[config.mk]
export PLATFORM = sky130hd
export DESIGN_NAME = vtd_ram
export DESIGN_NICKNAME = d
export VERILOG_FILES = /design/src/rtl/vtd_ram.sv
export SDC_FILE = /design/constraint.sdc
export NUM_CORES = 1
export LEC_CHECK = 0
export BUFFER_PORTS_ARGS = -buffer_cell sky130_fd_sc_hd__buf_2
export CORE_ASPECT_RATIO = 1.2
export CORE_MARGIN = 10
export CORE_UTILIZATION = 60
export DETAILED_ROUTE_END_ITERATION = 10
export PLACE_DENSITY = 0.78
export SLEW_MARGIN = 30
export SYNTH_ARGS = -nofsm -noshare
export SYNTH_HDL_FRONTEND = slang
export SYNTH_SLANG_ARGS = --single-unit
[constraint.sdc]
create_clock -name clk -period 2.3 [get_ports clk]
set_input_delay 0.23 -clock clk [delete_from_list [all_inputs] [get_ports clk]]
set_output_delay 0.23 -clock clk [all_outputs]
set_load 0.01 [all_outputs]
[src/rtl/vtd_ram.sv]
module vtd_ram #(
  parameter int WIDTH = 8,
  parameter int DEPTH = 16
) (
  input  logic                     clk,
  input  logic                     we,
  input  logic [$clog2(DEPTH)-1:0] waddr,
  input  logic [WIDTH-1:0]         wdata,
  input  logic                     re,
  input  logic [$clog2(DEPTH)-1:0] raddr,
  output logic [WIDTH-1:0]         rdata
);

  logic [WIDTH-1:0] mem [DEPTH];

  // Write port and registered read port
  always_ff @(posedge clk) begin
    if (we) begin
      mem[waddr] <= wdata;
    end
    if (re) begin
      rdata <= mem[raddr];
    end
  end

endmodule

==> flow_summary.toml <==
[clock_tree]
htreeDepth = 4
post-cts-setup-buffers = 0
cts_hold_buf = 0
clock_sinks = 136
cts_root_buf = "clkbuf_8"
numCtsBuffers = 17
cts_tree = "yes"
clock_path_buffers = 2
clkTransAtPathRegs_ps = 60
cts.repair.resized = 0
insertion_delay_ps = 520

[hold_path]
min_path_cells = 1
hold_end = "rdata[2]"
worstHoldStart = "re"
min_path_type = "input pin to flip-flop"

[global_route]
grt_pass1_wl_mm = 15.0
grt_max_degree = 33
grt-ovfl-total = 0
grt_pass1_vias = 2635
track_usage_pct = 15.8
antenna_found_initial = 0

[detailed_routing]
vias = 2419
avgRoutedWirePerCell_um = 22.7
drc = 0
drt-initial-drc-count = 180
ant_nets = 0
dr.pass1.iters = 4
avgViaCountPerCell = 5.87
routed_wl_mm = 9.35

[logic_synthesis]
yosys_warnings = 0
synth.area.top_cells = "edfxtp_1 78%, mux4_2 7.8%, mux4_1 7.0%"
synth_area_um2 = 5230
synth_ff_type = "edfxtp_1"
yosysTopAreaCellShare_pct = 78.1
synth_most_common_cell = "edfxtp_1"
syn_inst = 229
yosysUniqueCellTypes = 18
syn_nets = 248
yosysSeqAreaShare_pct = 78.1
yosysTopAreaCell = "edfxtp_1"
avgSynthCellArea_um2 = 22.8
yosys-top-cells-count = "136 x edfxtp_1, 18 x mux4_2, 16 x a22oi_1"
async_flop_share_pct = 0
ys_seq_elements = 136
synth_edf_count = 136

[critical_path]
start_kind = "flip-flop"
path_cells = "mux4_2, a22oi_1, nand2_1"
crit_arrival_ps = 1750
reg2regPathDepth = 3
cp.required_ps = 2560
critPathCaptureType = "flip-flop"
r2r_end = "rdata[4]"
cpMaxStageDelayCell = "mux4_2"
critPathMaxFanout = 1
crit_type = "flip-flop to flip-flop"
worstReg2RegStart = "mem[3][4]"
rrSetupSlack_ps = 810
worst_path_largest_cell_delay_ps = 460

[finish]
finalInstanceArea_um2 = 6180
drive_above_1_share_pct = 30.2
syn_to_final_growth_pct = 18.2
final_util_pct = 72.5
fill_cells = 521
antenna_cells = 0
num-nets-final = 302

[place]
hpwl_mm = 6.06
placedInstanceArea_um2 = 5600
io_buffers = 26
dpl_worst_slack_ps = 304
gp_congestion = 0.736

[sta]
tightest_slew_ps = 712
fin_crit_ps = 1490
period_share_pct = 64.7
setup_tns_ps = 0
slew_headroom_pct = 52.5
fin_worst_skew_ps = 5.85
max_freq_ghz = 0.672
hold_violations = 0
grt_setup_unrepaired = "no"
setup_ws_ps = 811
finalMaxSlewViolations = 0
final-setup-viol-count = 0

[die]
die-area_um2 = 12900
core.rowCount = 37
core_area_um2 = 8520
initial_core_util_pct = 61.4
die_w_um = 105
io_pins = 27
die_h_um = 122

[status]
status = "finished clean"

[flow_run]
max-cap-violations = 0

[power]
powerDensity_nw_per_um2 = 921
peakVddDrop_mv = 0.658
power_leakage_nw = 2.11
==> final cells by class <==
cell class	count	area (um^2)	share of cell area [%]
clock buffer	19	422	6.83
clock inverter	12	158	2.55
multi-input combinational	83	1060	17.1
sequential	136	4080	66.1
tap	117	146	2.37
timing repair buffer	45	310	5.02
==> cell families (layout without fill, tap and decap cells) <==
logic type | Yosys count | in the layout | synth area share (%)
compound gates | 16 | 16 | 2.30
buf+inv | 10 | 76 | 1.65
flops | 136 | 136 | 78.1
mux | 32 | 32 | 14.8
simple gates | 35 | 35 | 3.14
==> worst max-delay path by stage <==
| stage | to | from | cells past startpoint | slack, ps |
|---|---|---|---|---|
| after floorplan | mem[0][0] | waddr[2] | 2 | 580 |
| after global placement | rdata[0] | raddr[0] | 5 | 350 |
| after detailed placement | rdata[1] | raddr[0] | 5 | 300 |
| after CTS | rdata[1] | mem[0][1] | 3 | 790 |
| after global routing | rdata[1] | mem[0][1] | 3 | 740 |
| final | rdata[4] | mem[3][4] | 3 | 810 |
==> flip-flops by register name, indices dropped and copies added (netlist names) <==
name and flops:
mem 128, rdata 8
==> layout by cell type, fill, tap and decap left out <==
master / count
edfxtp_1: 136
buf_2: 26
mux4_2: 18
a22oi_1: 16
clkbuf_16: 16
buf_4: 16
mux4_1: 14
nor2_1: 13
nand2_1: 9
nor3_1: 4
bufinv_16: 4
clkinv_1: 4
clkinv_2: 3
buf_12: 3
nand3b_1: 2
nand2b_1: 2
clkbuf_1: 2
nor2b_1: 1
and2_1: 1
and2b_1: 1
nand3_1: 1
or3b_2: 1
clkbuf_8: 1
clkinvlp_4: 1
==> worst max-delay path, delay by kind of cell, from the launching register on <==
family | cells | cell delay, ps
muxes | 1 | 460
and+or+nand+nor | 1 | 110
AOI/OAI and AO/OA | 1 | 300
DFF | 1 | 360
==> stage by stage <==
step	power (W)	hold slack [ps]	cells
after floorplan	0.00300	329	229
after global placement	0.00311	599	381
after detailed placement	0.00312	597	381
after CTS	0.00574	48.0	412
after global routing	0.00588	52.7	412
final	0.00569	83.7	412
==> metal layers <==
metal,routed length (um),vias to the layer above,GRT usage [%]
met5,0,-,0
met1,3860,1242,19.3
met2,4750,70,24.9
met3,558,16,6.24
li1,-,1091,-
met4,177,0,6.36
==> power by group <==
| group | leakage, nW | internal, W | switching, W | total [W] |
|---|---|---|---|---|
| combinational | 0.588 | 0.000111 | 0.000145 | 0.000256 |
| sequential | 1.24 | 0.00279 | 0.0000137 | 0.00281 |
| clock | 0.281 | 0.00173 | 0.000893 | 0.00262 |
(Power assumes the default switching activity.)
